### config.mk
export PLATFORM = sky130hd
export DESIGN_NAME = mp3_bitrate_sniffer_top_flat
export DESIGN_NICKNAME = d
export VERILOG_FILES = /design/src/design/mbs_pkg.sv /design/src/design/mbs_ifs.sv /design/src/design/mbs_hdr_decode.sv /design/src/design/mbs_core.sv /design/src/design/mp3_bitrate_sniffer_top.sv /design/src/flat_wrapper.sv
export SDC_FILE = /design/constraint.sdc
export NUM_CORES = 1
export LEC_CHECK = 0
export ABC_AREA = 1
export BUFFER_PORTS_ARGS = -buffer_cell sky130_fd_sc_hd__buf_2
export CAP_MARGIN = 20
export CORE_MARGIN = 3
export CORE_UTILIZATION = 40
export DETAILED_ROUTE_END_ITERATION = 16
export PLACE_DENSITY = 0.58
export SETUP_SLACK_MARGIN = 0.5
export SYNTH_ARGS = -nofsm -noshare
export SYNTH_HDL_FRONTEND = slang
export SYNTH_SLANG_ARGS = --single-unit
### constraint.sdc
create_clock -name clk -period 5.8 [get_ports clk]
set_clock_uncertainty 0.15 [all_clocks]
set_input_delay 1.45 -clock clk [delete_from_list [all_inputs] [get_ports clk]]
set_output_delay 1.45 -clock clk [all_outputs]
set_load 0.01 [all_outputs]
### src/design/mbs_pkg.sv
package mbs_pkg;

	localparam int BYTE_W    = 8;
	localparam int RATE_W    = 9;
	localparam int OUTCOME_W = 2;
	localparam int LIMIT_W   = 16;
	localparam int SKIP_W    = 28;
	localparam int WIN_W     = 24;

	localparam logic [LIMIT_W-1:0] SCAN_LIMIT_RST = 16'd4096;

	localparam logic [BYTE_W-1:0] CHAR_I = 8'h49;
	localparam logic [BYTE_W-1:0] CHAR_D = 8'h44;
	localparam logic [BYTE_W-1:0] CHAR_3 = 8'h33;

	localparam logic [OUTCOME_W-1:0] OUT_FOUND = 2'd0;
	localparam logic [OUTCOME_W-1:0] OUT_LIMIT = 2'd1;
	localparam logic [OUTCOME_W-1:0] OUT_EOF   = 2'd2;

	typedef enum logic [3:0] {
		PH_PREFIX = 4'b0001,
		PH_SKIP   = 4'b0010,
		PH_SCAN   = 4'b0100,
		PH_DONE   = 4'b1000
	} phase_t;

	typedef struct packed {
		logic [BYTE_W-1:0] data_byte;
		logic              start_of_file;
		logic              end_of_file;
	} in_item_t;

	typedef struct packed {
		logic [RATE_W-1:0]    kbit_rate;
		logic                 found;
		logic [OUTCOME_W-1:0] outcome;
	} res_item_t;

	function automatic logic [RATE_W-1:0] rate_v1(input logic [3:0] idx);
		logic [RATE_W-1:0] r;
		case (idx)
			4'd1:    r = 9'd32;
			4'd2:    r = 9'd40;
			4'd3:    r = 9'd48;
			4'd4:    r = 9'd56;
			4'd5:    r = 9'd64;
			4'd6:    r = 9'd80;
			4'd7:    r = 9'd96;
			4'd8:    r = 9'd112;
			4'd9:    r = 9'd128;
			4'd10:   r = 9'd160;
			4'd11:   r = 9'd192;
			4'd12:   r = 9'd224;
			4'd13:   r = 9'd256;
			4'd14:   r = 9'd320;
			default: r = 9'd0;
		endcase
		return r;
	endfunction

	function automatic logic [RATE_W-1:0] rate_v2(input logic [3:0] idx);
		logic [RATE_W-1:0] r;
		case (idx)
			4'd1:    r = 9'd8;
			4'd2:    r = 9'd16;
			4'd3:    r = 9'd24;
			4'd4:    r = 9'd32;
			4'd5:    r = 9'd40;
			4'd6:    r = 9'd48;
			4'd7:    r = 9'd56;
			4'd8:    r = 9'd64;
			4'd9:    r = 9'd80;
			4'd10:   r = 9'd96;
			4'd11:   r = 9'd112;
			4'd12:   r = 9'd128;
			4'd13:   r = 9'd160;
			4'd14:   r = 9'd192;
			default: r = 9'd0;
		endcase
		return r;
	endfunction

	function automatic res_item_t make_res(input logic [RATE_W-1:0] rate,
			input logic [OUTCOME_W-1:0] outcome);
		res_item_t r;
		r.kbit_rate = rate;
		r.found     = (outcome == OUT_FOUND);
		r.outcome   = outcome;
		return r;
	endfunction

endpackage

### src/design/mbs_ifs.sv
interface mbs_byte_if;
	import mbs_pkg::*;

	logic              valid;
	logic              ready;
	logic [BYTE_W-1:0] data_byte;
	logic              start_of_file;
	logic              end_of_file;

	modport source(output valid, data_byte, start_of_file, end_of_file, input ready);
	modport sink(input valid, data_byte, start_of_file, end_of_file, output ready);
endinterface

interface mbs_result_if;
	import mbs_pkg::*;

	logic                 valid;
	logic                 ready;
	logic [RATE_W-1:0]    kbit_rate;
	logic                 found;
	logic [OUTCOME_W-1:0] outcome;

	modport source(output valid, kbit_rate, found, outcome, input ready);
	modport sink(input valid, kbit_rate, found, outcome, output ready);
endinterface

### src/design/mbs_hdr_decode.sv
module mbs_hdr_decode (
	input  logic [31:0]                hdr,
	output logic [mbs_pkg::RATE_W-1:0] rate
);
	import mbs_pkg::*;

	logic [1:0] ver;
	logic [1:0] lay;
	logic [3:0] idx;
	logic       sync_ok;
	logic       fields_ok;

	always_comb begin
		ver       = hdr[20:19];
		lay       = hdr[18:17];
		idx       = hdr[15:12];
		sync_ok   = (hdr[31:24] == 8'hFF) && (hdr[23:21] == 3'b111);
		fields_ok = (lay == 2'b01) && (idx != 4'd0) && (idx != 4'd15) && (ver != 2'b01);
		if (!(sync_ok && fields_ok)) begin
			rate = '0;
		end else if (ver == 2'b11) begin
			rate = rate_v1(idx);
		end else begin
			rate = rate_v2(idx);
		end
	end
endmodule

### src/design/mbs_core.sv
module mbs_core (
	input  logic                        clk,
	input  logic                        arst_n,
	input  logic                        fire,
	input  mbs_pkg::in_item_t           item,
	input  logic [mbs_pkg::LIMIT_W-1:0] scan_limit,
	output logic                        emit,
	output mbs_pkg::res_item_t          res
);
	import mbs_pkg::*;

	phase_t              phase_q, ph, ph_n;
	logic [3:0]          pos_q, pos, pos_n;
	logic                tag_q, tag, tag_n;
	logic [SKIP_W-1:0]   skip_q, skip, skip_n, skip_dec;
	logic [WIN_W-1:0]    win_q, win, win_n;
	logic [1:0]          fill_q, fill, fill_n;
	logic [LIMIT_W-1:0]  cnt_q, cnt, cnt_n;
	logic [RATE_W-1:0]   pend_q, pend, pend_n;

	logic [LIMIT_W-1:0]  lim;
	logic                full;
	logic [RATE_W-1:0]   feed_rate;
	logic [WIN_W-1:0]    feed_win;
	logic [1:0]          feed_fill;
	logic [LIMIT_W-1:0]  cnt_inc;
	logic [LIMIT_W-1:0]  feed_cnt;
	logic                feed_match;
	logic                feed_limit;
	logic                stop;

	mbs_hdr_decode u_hdr (
		.hdr  ({win, item.data_byte}),
		.rate (feed_rate)
	);

	always_comb begin
		ph   = phase_q;
		pos  = pos_q;
		tag  = tag_q;
		skip = skip_q;
		win  = win_q;
		fill = fill_q;
		cnt  = cnt_q;
		pend = pend_q;
		if (item.start_of_file) begin
			ph   = PH_PREFIX;
			pos  = '0;
			tag  = 1'b0;
			skip = '0;
			win  = '0;
			fill = '0;
			cnt  = '0;
			pend = '0;
		end
	end

	always_comb begin
		lim        = (scan_limit == '0) ? LIMIT_W'(1) : scan_limit;
		full       = (fill == 2'd3);
		feed_win   = {win[WIN_W-BYTE_W-1:0], item.data_byte};
		feed_fill  = full ? fill : fill + 2'd1;
		cnt_inc    = cnt + LIMIT_W'(1);
		feed_match = full && (feed_rate != '0);
		feed_limit = full && (feed_rate == '0) && (cnt_inc >= lim);
		feed_cnt   = (full && (feed_rate == '0)) ? cnt_inc : cnt;
		skip_dec   = (skip != '0) ? skip - SKIP_W'(1) : skip;
	end

	always_comb begin
		ph_n   = ph;
		pos_n  = pos;
		tag_n  = tag;
		skip_n = skip;
		win_n  = win;
		fill_n = fill;
		cnt_n  = cnt;
		pend_n = pend;
		emit   = 1'b0;
		res    = make_res('0, OUT_EOF);
		stop   = 1'b0;
		case (ph)
			PH_SKIP: begin
				skip_n = skip_dec;
				if (skip_dec == '0) begin
					ph_n = PH_SCAN;
				end
				if (item.end_of_file) begin
					emit = 1'b1;
					res  = make_res('0, OUT_EOF);
				end
			end
			PH_SCAN: begin
				win_n  = feed_win;
				fill_n = feed_fill;
				cnt_n  = feed_cnt;
				if (feed_match) begin
					emit = 1'b1;
					res  = make_res(feed_rate, OUT_FOUND);
				end else if (feed_limit) begin
					emit = 1'b1;
					res  = make_res('0, OUT_LIMIT);
				end else if (item.end_of_file) begin
					emit = 1'b1;
					res  = make_res('0, OUT_EOF);
				end
			end
			PH_PREFIX: begin
				case (pos)
					4'd0:    tag_n = (item.data_byte == CHAR_I);
					4'd1:    tag_n = tag && (item.data_byte == CHAR_D);
					4'd2:    tag_n = tag && (item.data_byte == CHAR_3);
					default: tag_n = tag;
				endcase
				if (pos >= 4'd6) begin
					skip_n = {skip[SKIP_W-8:0], item.data_byte[6:0]};
				end
				if ((pend == '0) && (cnt < lim)) begin
					win_n  = feed_win;
					fill_n = feed_fill;
					cnt_n  = feed_cnt;
					if (feed_match) begin
						if (!tag_n) begin
							emit = 1'b1;
							res  = make_res(feed_rate, OUT_FOUND);
							stop = 1'b1;
						end else begin
							pend_n = feed_rate;
						end
					end else if (feed_limit && !tag_n) begin
						emit = 1'b1;
						res  = make_res('0, OUT_LIMIT);
						stop = 1'b1;
					end
				end
				if (!stop) begin
					if (pos >= 4'd9) begin
						if (tag_n) begin
							win_n  = '0;
							fill_n = '0;
							cnt_n  = '0;
							pend_n = '0;
							ph_n   = (skip_n != '0) ? PH_SKIP : PH_SCAN;
						end else begin
							skip_n = '0;
							ph_n   = PH_SCAN;
						end
						if (item.end_of_file) begin
							emit = 1'b1;
							res  = make_res('0, OUT_EOF);
						end
					end else begin
						pos_n = pos + 4'd1;
						if (item.end_of_file) begin
							emit = 1'b1;
							if (tag_n && (pend_n != '0)) begin
								res = make_res(pend_n, OUT_FOUND);
							end else if (tag_n && (cnt_n >= lim)) begin
								res = make_res('0, OUT_LIMIT);
							end else begin
								res = make_res('0, OUT_EOF);
							end
						end
					end
				end
			end
			default: ;
		endcase
		if (emit) begin
			ph_n = PH_DONE;
		end
	end

	always_ff @(posedge clk or negedge arst_n) begin
		if (!arst_n) begin
			phase_q <= PH_PREFIX;
			pos_q   <= '0;
			tag_q   <= 1'b0;
			skip_q  <= '0;
			win_q   <= '0;
			fill_q  <= '0;
			cnt_q   <= '0;
			pend_q  <= '0;
		end else if (fire) begin
			phase_q <= ph_n;
			pos_q   <= pos_n;
			tag_q   <= tag_n;
			skip_q  <= skip_n;
			win_q   <= win_n;
			fill_q  <= fill_n;
			cnt_q   <= cnt_n;
			pend_q  <= pend_n;
		end
	end
endmodule

### src/design/mp3_bitrate_sniffer_top.sv
// channel  | dir | handshake     | payload
// bytes    | in  | valid / ready | data_byte[7:0], start_of_file, end_of_file
// report   | out | valid / ready | kbit_rate[8:0], found, outcome[1:0]
// cfg      | in  | write enable  | scan_limit_wdata[15:0]
//
// One item per cycle while no waiting result stalls the decode stage: a byte is
// registered, then decoded against the scan state into the result register,
// which drives report.valid. arst_n clears the scan state and sets scan_limit to
// 4096.
// A waiting result stalls the decode stage; one more byte is still taken into the
// input register while the result waits.
module mp3_bitrate_sniffer_top (
	input  logic                        clk,
	input  logic                        arst_n,
	mbs_byte_if.sink                    bytes,
	mbs_result_if.source                report,
	input  logic                        scan_limit_we,
	input  logic [mbs_pkg::LIMIT_W-1:0] scan_limit_wdata
);
	import mbs_pkg::*;

	logic [LIMIT_W-1:0] scan_limit_q;
	logic               s1_valid_q;
	in_item_t           item_s1;
	logic               stage_go;
	logic               fire;
	logic               emit;
	res_item_t          res;
	logic               res_valid_q;
	res_item_t          res_q;

	assign stage_go    = !res_valid_q || report.ready;
	assign fire        = s1_valid_q && stage_go;
	assign bytes.ready = !s1_valid_q || stage_go;

	always_ff @(posedge clk or negedge arst_n) begin
		if (!arst_n) begin
			scan_limit_q <= SCAN_LIMIT_RST;
		end else if (scan_limit_we) begin
			scan_limit_q <= scan_limit_wdata;
		end
	end

	always_ff @(posedge clk or negedge arst_n) begin
		if (!arst_n) begin
			s1_valid_q <= 1'b0;
		end else if (bytes.valid && bytes.ready) begin
			s1_valid_q <= 1'b1;
		end else if (stage_go) begin
			s1_valid_q <= 1'b0;
		end
	end

	always_ff @(posedge clk) begin
		if (bytes.valid && bytes.ready) begin
			item_s1.data_byte     <= bytes.data_byte;
			item_s1.start_of_file <= bytes.start_of_file;
			item_s1.end_of_file   <= bytes.end_of_file;
		end
	end

	mbs_core u_core (
		.clk        (clk),
		.arst_n     (arst_n),
		.fire       (fire),
		.item       (item_s1),
		.scan_limit (scan_limit_q),
		.emit       (emit),
		.res        (res)
	);

	always_ff @(posedge clk or negedge arst_n) begin
		if (!arst_n) begin
			res_valid_q <= 1'b0;
		end else if (fire) begin
			res_valid_q <= emit;
		end else if (report.ready) begin
			res_valid_q <= 1'b0;
		end
	end

	always_ff @(posedge clk) begin
		if (fire && emit) begin
			res_q <= res;
		end
	end

	assign report.valid     = res_valid_q;
	assign report.kbit_rate = res_q.kbit_rate;
	assign report.found     = res_q.found;
	assign report.outcome   = res_q.outcome;

	a_found_matches_outcome: assert property (@(posedge clk) disable iff (!arst_n)
		report.valid |-> (report.found == (report.outcome == OUT_FOUND)))
		else $error("found flag disagrees with outcome");

	a_rate_only_when_found: assert property (@(posedge clk) disable iff (!arst_n)
		report.valid |-> (report.found == (report.kbit_rate != '0)))
		else $error("bitrate present without a found header");

	a_no_take_when_stalled: assert property (@(posedge clk) disable iff (!arst_n)
		(s1_valid_q && !stage_go) |-> !bytes.ready)
		else $error("byte taken while decode stage is stalled");

	a_result_from_item: assert property (@(posedge clk) disable iff (!arst_n)
		$rose(res_valid_q) |-> $past(s1_valid_q))
		else $error("result raised without a byte in the decode stage");
endmodule
### src/flat_wrapper.sv
// flat-port wrapper written by rule: the top's interface ports become plain ports
module mp3_bitrate_sniffer_top_flat import mbs_pkg::*;
  (clk, arst_n, scan_limit_we, scan_limit_wdata, bytes_valid, bytes_data_byte, bytes_start_of_file, bytes_end_of_file, bytes_ready, report_valid, report_kbit_rate, report_found, report_outcome, report_ready);
  mbs_byte_if bytes_i ();
  mbs_result_if report_i ();
  input  logic clk;
  input  logic arst_n;
  input  logic scan_limit_we;
  input  logic [mbs_pkg::LIMIT_W-1:0] scan_limit_wdata;
  input wire logic [$bits(bytes_i.valid)-1:0] bytes_valid;
  input wire logic [$bits(bytes_i.data_byte)-1:0] bytes_data_byte;
  input wire logic [$bits(bytes_i.start_of_file)-1:0] bytes_start_of_file;
  input wire logic [$bits(bytes_i.end_of_file)-1:0] bytes_end_of_file;
  output wire logic [$bits(bytes_i.ready)-1:0] bytes_ready;
  output wire logic [$bits(report_i.valid)-1:0] report_valid;
  output wire logic [$bits(report_i.kbit_rate)-1:0] report_kbit_rate;
  output wire logic [$bits(report_i.found)-1:0] report_found;
  output wire logic [$bits(report_i.outcome)-1:0] report_outcome;
  input wire logic [$bits(report_i.ready)-1:0] report_ready;
  assign bytes_i.valid = bytes_valid;
  assign bytes_i.data_byte = bytes_data_byte;
  assign bytes_i.start_of_file = bytes_start_of_file;
  assign bytes_i.end_of_file = bytes_end_of_file;
  assign bytes_ready = bytes_i.ready;
  assign report_valid = report_i.valid;
  assign report_kbit_rate = report_i.kbit_rate;
  assign report_found = report_i.found;
  assign report_outcome = report_i.outcome;
  assign report_i.ready = report_ready;
  mp3_bitrate_sniffer_top u_core (.clk(clk), .arst_n(arst_n), .bytes(bytes_i), .report(report_i), .scan_limit_we(scan_limit_we), .scan_limit_wdata(scan_limit_wdata));
endmodule
==> metrics.txt, run 1 <==
share of post-route cells with drive strength above 1 0.0925; Maximum Capacitance Violations 0; ANT cells 0; worst path required time 5780 ps; sequential-to-total area share from yosys stat 0.297; Final setup viols 0; Antenna Nets Post-Route 0; initial antenna violation count 0; DRT iter0 DRCs 954; nature of the critical path endpoint flop; number of core rows 60; flop and latch count out of synthesis 128; Power Density 413 nW/um^2; Slew Limit Fails 0; Clk pin slew, worst setup/hold paths 60 ps; final wirelength 36100 microns; P&R area growth vs syn 9.79%; residual DRC count 0; status completed; crit path from u_core.item_s1[1]; Mapped Area 11200 sq um; Worst setup SP type flop; CORE AREA 27200 sq um; total gr overflow 0; Worst Path Max Fanout 12; clk buf depth 2; Min-Delay Path Class reg2reg; Fin. Hold Viols 0; synthesized area per cell 6.50 sq um; vias in the first global route 10861; # hold bufs at CTS 0; die area 30000 sq um; chip height 173 microns; RD Place Congestion 0.941; # nets final 1820; maximum VDD drop 0.000230 V; Initial Utilization 0.411; largest net degree at the start of global routing 87; CTS sink cnt 128; Ys Warns 0; CTS tree done; Min-Delay Startpoint u_core.u_core.phase_q[0]; Syn Nets 1810; Setup Total Neg Slack 0 ps; GR Util All Layers 0.235; Fmax achieved 0.198 GHz; number of synthesized flops with an enable pin 22; Least-Margin Pin Slew 1010 ps; Hold WS 327 ps; crit path kind reg2reg; H-tree Lvls 4; hpwl dp 25300 microns; RSZ-0062 raised after global routing yes; vias per inst 5.50; ys flop type dfrtp_1; Root Buffer clkbuf_16; die width 173 microns; Tcrit/Tclk final 0.872; global-route wire length before repair 57500 microns; drt pass-1 iters 6; P_leak 6.07 nW; async set or reset register ratio after synthesis 0.828; Netlist cell types 49; IO buf count 44; cts bufs inserted 17; Worst R2R Start u_core.item_s1[1]; Period minus WS final 5060 ps; Slew headroom 0.324; worst skew pair latency 440 ps; synthesized netlist cell count 1717; WL/cell 17.1 microns; via count 11621; I/O pin count 45; Worst Path Arrival 5040 ps
## placed cells by master, fill, tap and decap left out, types with 5 or more instances in the layout
master | netlist | final
nand2_1 | 456 | 454
nor2_1 | 224 | 222
inv_1 | 197 | 197
o21ai_0 | 112 | 112
dfrtp_1 | 104 | 104
a21oi_1 | 103 | 103
nand3_1 | 91 | 91
ha_1 | 62 | 62
buf_2 | 22 | 43
o21ai_1 | 31 | 31
nand4_1 | 27 | 27
o221ai_1 | 26 | 26
nor3_1 | 25 | 25
xor2_1 | 23 | 23
edfxtp_1 | 22 | 22
buf_4 | 6 | 20
a22oi_1 | 17 | 17
clkbuf_16 | 0 | 17
inv_2 | 15 | 15
o22ai_1 | 15 | 15
nor2_2 | 10 | 12
a211oi_1 | 11 | 11
o21ai_2 | 9 | 9
nand2_2 | 6 | 8
o311ai_0 | 7 | 7
a221oi_1 | 6 | 6
inv_6 | 0 | 6
nor3_2 | 5 | 5
clkinv_4 | 0 | 5
## metrics by stage
step	utilization	power, mW	instances	setup slack, ps	cell area, sq um
global placement	0.429	3.93	2078	886	11700
finish	0.451	5.07	2112	742	12300
CTS	0.449	5.02	2110	750	12200
floorplan	-	3.27	1717	1390	11200
detailed placement	0.429	3.95	2078	797	11700
global route	0.451	5.50	2112	471	12300
## flip-flops by register name (all words and copies together), names as in the netlist
| name | cells |
|---|---|
| u_core.item_s1 | 10 |
| u_core.scan_limit_q | 16 |
| u_core.u_core.cnt_q | 16 |
| u_core.u_core.phase_q | 4 |
| u_core.u_core.pend_q | 9 |
| u_core.u_core.pos_q | 4 |
| u_core.report.found | 1 |
| u_core.s1_valid_q | 1 |
| u_core.report.outcome | 2 |
| u_core.u_core.win_q | 24 |
| u_core.report.valid | 1 |
| u_core.report.kbit_rate | 9 |
| u_core.u_core.skip_q | 28 |
| u_core.u_core.tag_q | 1 |
| u_core.u_core.fill_q | 2 |
## timing repair
| action | 4_1_cts | 5_1_grt |
|---|---|---|
| resized for setup | 0 | 3 |
| setup buffers | 0 | 1 |
| endpoints found under the setup margin | 0 | 30 |
## final timing paths
path	cells past startpoint	slack, ps	end
setup / recovery	22	740	u_core.report.kbit_rate[3]
hold / removal	2	330	u_core.u_core.phase_q[0]
setup reg to reg	22	740	u_core.report.kbit_rate[3]
hold reg to reg	2	330	u_core.u_core.phase_q[0]
max in group asynchronous	2	3810	u_core.scan_limit_q[14]
min in group asynchronous	1	660	u_core.u_core.skip_q[22]
## worst max-delay path, cell delays in order, from the launching register on
cell,delay [ps]
edfxtp_1,550
buf_4,270
nor2_1,270
ha_1,240
inv_1,60
nor3_2,420
nand2_1,200
nor3_2,250
nand3_1,160
xor2_1,190
ha_1,300
nand4_1,130
nor2_1,200
nand3_1,110
nand3_1,230
o21a_1,210
nand2_2,170
nand2_1,110
nand2_1,50
nand2_1,100
inv_1,50
nor2_1,80
buf_4,240
## power breakdown
part	switching, mW	internal [mW]	total (mW)
registers	0.181	1.20	1.38
logic	1.86	0.788	2.65
clock network	0.483	0.559	1.04
total	2.53	2.54	5.07
## layer usage
| metal | routed length (microns) | track usage | share of wire | vias up |
|---|---|---|---|---|
| met2 | 16300 | 0.377 | 0.45 | 368 |
| met1 | 17100 | 0.325 | 0.47 | 5481 |
| li1 | - | - | - | 5721 |
| met4 | 911 | 0.0804 | 0.025 | 0 |
| met3 | 1810 | 0.0356 | 0.050 | 51 |
| met5 | 0 | 0 | 0 | - |
## cell families after synthesis
group / after synthesis / share of synthesized area
flops: 128 / 0.297
xor+xnor: 23 / 0.0180
fa+ha+maj: 62 / 0.0695
simple gates: 859 / 0.321
compound gates: 356 / 0.191
buf+inv: 289 / 0.104
## cells in the mapped netlist, drive strengths merged (7+ instances only)
| master | number | area (sq um) |
|---|---|---|
| nor2 | 236 | 926 |
| o21ai | 152 | 795 |
| o311ai | 7 | 61.3 |
| a22oi | 17 | 128 |
| xor2 | 23 | 201 |
| a211oi | 11 | 82.6 |
| nand3 | 91 | 455 |
| ha | 62 | 776 |
| o221ai | 26 | 228 |
| o22ai | 15 | 93.8 |
| nand2 | 464 | 1770 |
| clkbuf | 40 | 150 |
| edfxtp | 22 | 661 |
| buf | 34 | 200 |
| dfrtp | 104 | 2600 |
| inv | 212 | 796 |
| a21oi | 103 | 515 |
| nor3 | 30 | 175 |
| nand4 | 27 | 169 |
## cell type report
cell class	instances	area [sq um]
clock buffer	17	425
clock inverter	15	128
fill	2928	14900
inverter	215	807
multi-input combinational	1301	6740
sequential	128	3320
tap	372	465
timing repair buffer	64	385
Note: power is estimated with default switching activity, not from simulation.
==> run 2: changes to the inputs <==
REMOVE_ABC_BUFFERS = 1   (was not set)
==> run 2 against run 1 <==
Against the previous run: sequential share of layout area barely moved; maximum frequency rose by 0.30%; largest power group unchanged; register-to-register slack improved by 20 ps; critical endpoint is now u_core.report.outcome[1]; total power grew 0.81%; critical path depth is 2 higher; first-iteration DRC count down 14%.
==> metrics.txt, run 2 (synthesis gave the netlist of run 1 again) <==
residual DRC count 0 (unchanged); Max stage delay on crit path 520 ps (-30 ps); switching share of power 0.483 (-0.0153); commonest non-fill, non-tap cell in the layout nand2_1; # nets final 1820 (unchanged); status completed; final wirelength 35900 microns (-0.58%); H-tree Lvls 4 (unchanged); WL/cell 17.0 microns (-0.58%); Met2 Routed Length 16800 microns (+2.6%); drt pass-1 iters 6 (unchanged); Worst Path Max Fanout 28 (+16); number of core rows 60 (unchanged); cts bufs inserted 17 (unchanged); post-route cell area 12300 sq um (+0.16%); met3 WL 1840 microns (+1.9%); Fmax achieved 0.198 GHz (+0.30%); Initial Utilization 0.411 (unchanged); sequential fraction of design power 0.269 (-0.002); I/O pin count 45 (unchanged); Met1 Wirelength 16200 microns (-5.2%); nature of the critical path endpoint flop; P&R area growth vs syn 9.97%; GR Util All Layers 0.238 (+0.00237); Worst Path Arrival 5070 ps (+30 ps); Least-Margin Pin Slew 1040 ps (+28.6 ps); Fin. Hold Viols 0 (unchanged); CORE AREA 27200 sq um (unchanged); die area 30000 sq um (unchanged); Clk pwr share 0.216 (+0.010); Min-Delay Path Class reg2reg; most used cell, CP nand2_1; worst skew pair latency 430 ps (about the same); Placed Area 11700 sq um (about the same); Largest Register u_core.u_core.skip_q; CTS tree done; Setup Buffers After CTS 0 (unchanged); via count 11510 (-0.96%); IO buf count 44 (unchanged); hpwl dp 25100 microns (-0.92%); Tcrit/Tclk final 0.869 (-0.00262); RD Place Congestion 0.917 (-2.6%); die width 173 microns (unchanged); total gr overflow 0 (unchanged); CP max-delay cell nor2_1; ANT cells 0 (unchanged); post-cts sizing count 0 (unchanged); Antenna Nets Post-Route 0 (unchanged); Slew Limit Fails 0 (unchanged); vias in the first global route 11351 (+4.5%); DRT iter0 DRCs 820 (-14%); maximum VDD drop 0.000175 V (-24%); sw power 2.47 mW (-2.3%); placed insts 2079 (+0.048%); biggest regs u_core.u_core.skip_q: 28 flops, u_core.u_core.win_q: 24 flops; part of the power in combinational logic 0.515 (-0.008); R2R setup slack 760 ps (+20 ps); Max Used Layer met5; chip height 173 microns (unchanged); CP cell instances nor2_1, inv_1, ha_1, nand3_1, nor3_1, o21ai_1, nand3_1, nor2_4, nand2_4, inv_2, nand2_1, o21ai_1, nand2_1, o21ai_1, ha_1, nand2_1, inv_1, nand3_1, nor3_1, nand2_1, a31oi_1, nor2_1, nand2_1, nand2_1; Root Buffer clkbuf_16; P_leak 6.09 nW (+0.27%); clk buf depth 2 (unchanged); initial antenna violation count 1 (+1); # hold bufs at CTS 0 (unchanged); global-route wire length before repair 58800 microns (+2.2%); CTS sink cnt 128 (unchanged); worst path required time 5830 ps (+50 ps); Core Util, Final 0.452 (+0.000737); vias per inst 5.45 (-0.96%); Final setup viols 0 (unchanged); commonest non-fill, non-tap cells in the layout nand2_1 (455), nor2_1 (223), inv_1 (197); max reg flops 28 (unchanged); largest net degree at the start of global routing 87 (unchanged); Worst setup SP type flop; internal power 2.64 mW (+3.9%); Clk pin slew, worst setup/hold paths 60 ps (about the same); Period minus WS final 5040 ps (-15.2 ps); crit path kind reg2reg; RSZ-0062 raised after global routing yes; Maximum Capacitance Violations 0 (unchanged); Finished Layout Cells 2112 (unchanged); Power Density 416 nW/um^2 (+0.64%); Slew headroom 0.308 (-0.0156); share of post-route cells with drive strength above 1 0.0897 (-0.00287)
run 2: power by group through the flow:
stage          combinational, mW  sequential, mW  clock, mW
6_report                    2.63            1.37       1.10
5_1_grt                     2.98            1.40       1.16
4_1_cts                     2.58            1.37       1.12
3_5_place_dp                2.57            1.38          0
3_3_place_gp                2.55            1.38          0
2_1_floorplan               1.84            1.34          0
run 2: critical path, delay by kind of cell, from the launching register on:
| kind | cells | cell delay (ps) |
|---|---|---|
| buffers and inverters | 3 | 400 |
| adder cells (fa/ha/maj) | 2 | 670 |
| AND/OR/NAND/NOR | 15 | 2330 |
| AO/OA/AOI/OAI | 4 | 790 |
| flip-flops | 1 | 460 |
run 2: area by class of cell:
cell class,instances,area [sq um]
fillers,2886,14900
multi-input cells,1301,6740
clock buffers,22,475
flip-flops and latches,128,3320
repair buffers,64,373
inverters,215,807
clock inverters,10,110
well taps,372,465
run 2: through the flow:
stage / total power, mW / setup TNS, ps / hold slack [ps] / setup slack [ps]
finish: 5.11 / 0 / 320 / 757
global route: 5.55 / 0 / 335 / 357
floorplan: 3.18 / -4640 / 298 / -349
global placement: 3.93 / 0 / 308 / 834
CTS: 5.08 / 0 / 325 / 790
detailed placement: 3.95 / 0 / 317 / 808
run 2: worst paths after layout:
| path | startpoint | endpoint | cells after the start |
|---|---|---|---|
| max | u_core.item_s1[1] | u_core.report.outcome[1] | 24 |
| min | u_core.u_core.phase_q[0] | u_core.u_core.phase_q[0] | 2 |
| max reg2reg | u_core.item_s1[1] | u_core.report.outcome[1] | 24 |
| min reg2reg | u_core.u_core.phase_q[0] | u_core.u_core.phase_q[0] | 2 |
| max in group asynchronous | arst_n | u_core.u_core.phase_q[0] | 2 |
| min in group asynchronous | arst_n | u_core.u_core.skip_q[15] | 1 |
run 2: per-layer routing:
layer / track usage / up-vias
met1: 0.307 / 5400
met3: 0.0365 / 74
met2: 0.398 / 324
met4: 0.0980 / 2
li1: - / 5710
met5: 0 / -
==> run 3: changes to the inputs <==
BUFFER_PORTS_ARGS = -buffer_cell sky130_fd_sc_hd__buf_4   (was -buffer_cell sky130_fd_sc_hd__buf_2)
CORE_ASPECT_RATIO = 2   (was not set)
==> run 3 against run 2 <==
Against the previous run: count of clock-buffer cells in the layout fell by 5; non-clock buffer count rose by 4; final cell count fell by 0.99%; clock power barely moved; critical path type unchanged.
==> metrics.txt, run 3 (synthesis gave the netlist of run 1 again) <==
status completed; chip height 242 microns (+40%); RSZ-0062 raised after global routing no; Largest Register u_core.u_core.skip_q; total gr overflow 0 (unchanged); die width 124 microns (-28%); largest net degree at the start of global routing 67 (-23%); crit path kind reg2reg; WL/cell 19.1 microns (+12%); # hold bufs at CTS 0 (unchanged); CTS tree done; Period minus WS final 4860 ps (-187 ps); Final setup viols 0 (unchanged); final wirelength 39900 microns (+11%); drt pass-1 iters 7 (+1); Maximum Capacitance Violations 0 (unchanged); worst skew pair latency 460 ps (+30 ps); Worst setup SP type flop; Fmax achieved 0.206 GHz (+3.8%); CTS sink cnt 128 (unchanged); Core Util, Final 0.455 (+0.00349); ANT cells 0 (unchanged); P_leak 6.15 nW (+0.95%); DRT iter0 DRCs 758 (-7.6%); I/O pin count 45 (unchanged); total power after layout 5.22 mW (+2.1%); maximum VDD drop 0.000212 V (+21%); RD Place Congestion 0.992 (+8.1%); Slew Limit Fails 0 (unchanged); # nets final 1823 (+0.16%); Layout fillers 2948 (+2.1%); H-tree Lvls 4 (unchanged); Slew headroom 0.322 (+0.0139); post-cts sizing count 0 (unchanged); global-route wire length before repair 62900 microns (+7.1%); residual DRC count 0 (unchanged); Clk pin slew, worst setup/hold paths 60 ps (about the same); number of core rows 85 (+42%); worst path required time 5970 ps (+140 ps); P&R area growth vs syn 11.0%; Setup Buffers After CTS 0 (unchanged); Power Density 421 nW/um^2 (+1.1%); Setup Slack @ Placement 616 ps (-192 ps); R2R setup slack 940 ps (+190 ps); Fin. Hold Viols 0 (unchanged); Initial Utilization 0.410 (-0.000755); Worst Path Max Fanout 29 (+3.6%); biggest regs u_core.u_core.skip_q: 28 flops, u_core.u_core.win_q: 24 flops; Root Buffer clkbuf_16; clk buf depth 2 (unchanged); IO buf count 44 (unchanged); max reg flops 28 (unchanged); Tcrit/Tclk final 0.837 (-0.0322); cts bufs inserted 17 (unchanged); initial antenna violation count 0 (-1); commonest non-fill, non-tap cell in the layout nand2_1; nature of the critical path endpoint flop; Worst Path Arrival 5030 ps (-40 ps); Least-Margin Pin Slew 1010 ps (-26.0 ps); Min-Delay Path Class reg2reg; commonest non-fill, non-tap cells in the layout nand2_1 (454), nor2_1 (222), inv_1 (197); share of post-route cells with drive strength above 1 0.0958 (+0.00616); Antenna Nets Post-Route 0 (unchanged); via count 11718 (+1.8%); vias per inst 5.60 (+2.8%); die area 30100 sq um (+0.41%); hpwl dp 30000 microns (+20%); vias in the first global route 11797 (+3.9%); Final WS setup 944 ps (+187 ps); CORE AREA 27200 sq um (+0.18%); GR Util All Layers 0.275 (+0.0369)
-- run 3: final cells by class --
class / count / area [sq um] / share of cell area
multi-input combinational: 1300 / 6730 / 0.543
inverter: 215 / 807 / 0.0651
tap: 348 / 435 / 0.0351
clock inverter: 15 / 173 / 0.0139
sequential: 128 / 3320 / 0.267
clock buffer: 17 / 425 / 0.0343
timing repair buffer: 68 / 510 / 0.0412
-- run 3: stage by stage --
step | setup TNS [ps] | cell area, sq um | hold WS (ps) | cells
final | 0 | 12400 | 321 | 2091
after global routing | 0 | 12400 | 343 | 2091
after CTS | 0 | 12400 | 330 | 2091
after detailed placement | 0 | 11800 | 316 | 2059
after global placement | 0 | 11800 | 307 | 2059
after floorplan | -4640 | 10800 | 298 | 1643
-- run 3: power breakdown --
group	total, mW	leakage, nW	switching (mW)	internal [mW]
logic	2.72	4.33	1.93	0.796
registers	1.37	1.53	0.173	1.20
clock network	1.12	0.289	0.480	0.645
total	5.22	6.15	2.58	2.64
-- run 3: critical path: stages, from the launching register on --
cell      delay (ps)
edfxtp_1         370
buf_4            300
buf_4            460
nor2_1           200
ha_1             330
nand3_1          120
nor3_1           150
nand2_1           80
nand2_1          120
nor2_2            60
inv_2            410
buf_4            330
o21a_1           180
inv_1             50
ha_1             170
inv_1             50
a21oi_1           50
o21ai_0          150
nand2_1           70
o211ai_1         140
nand2_1          130
a31oi_2          280
nand3_1          110
nand2_1           80
nand2_1           50
nand2_1           60
-- run 3: path summary, 6_finish.rpt --
check / startpoint / to / depth (start not counted)
min in group asynchronous: arst_n / u_core.u_core.skip_q[14] / 1
setup reg to reg: u_core.item_s1[1] / u_core.report.outcome[0] / 25
max in group asynchronous: arst_n / u_core.u_core.fill_q[1] / 2
hold / removal: u_core.u_core.phase_q[0] / u_core.u_core.phase_q[0] / 2
hold reg to reg: u_core.u_core.phase_q[0] / u_core.u_core.phase_q[0] / 2
setup / recovery: u_core.item_s1[1] / u_core.report.outcome[0] / 25
-- run 3: routing by layer --
| layer | vias up | GRT usage | routed length, microns |
|---|---|---|---|
| met3 | 173 | 0.0416 | 1530 |
| met5 | - | 0 | 0 |
| met2 | 397 | 0.508 | 22000 |
| met4 | 0 | 0.203 | 3340 |
| met1 | 5432 | 0.262 | 13100 |
| li1 | 5716 | - | - |
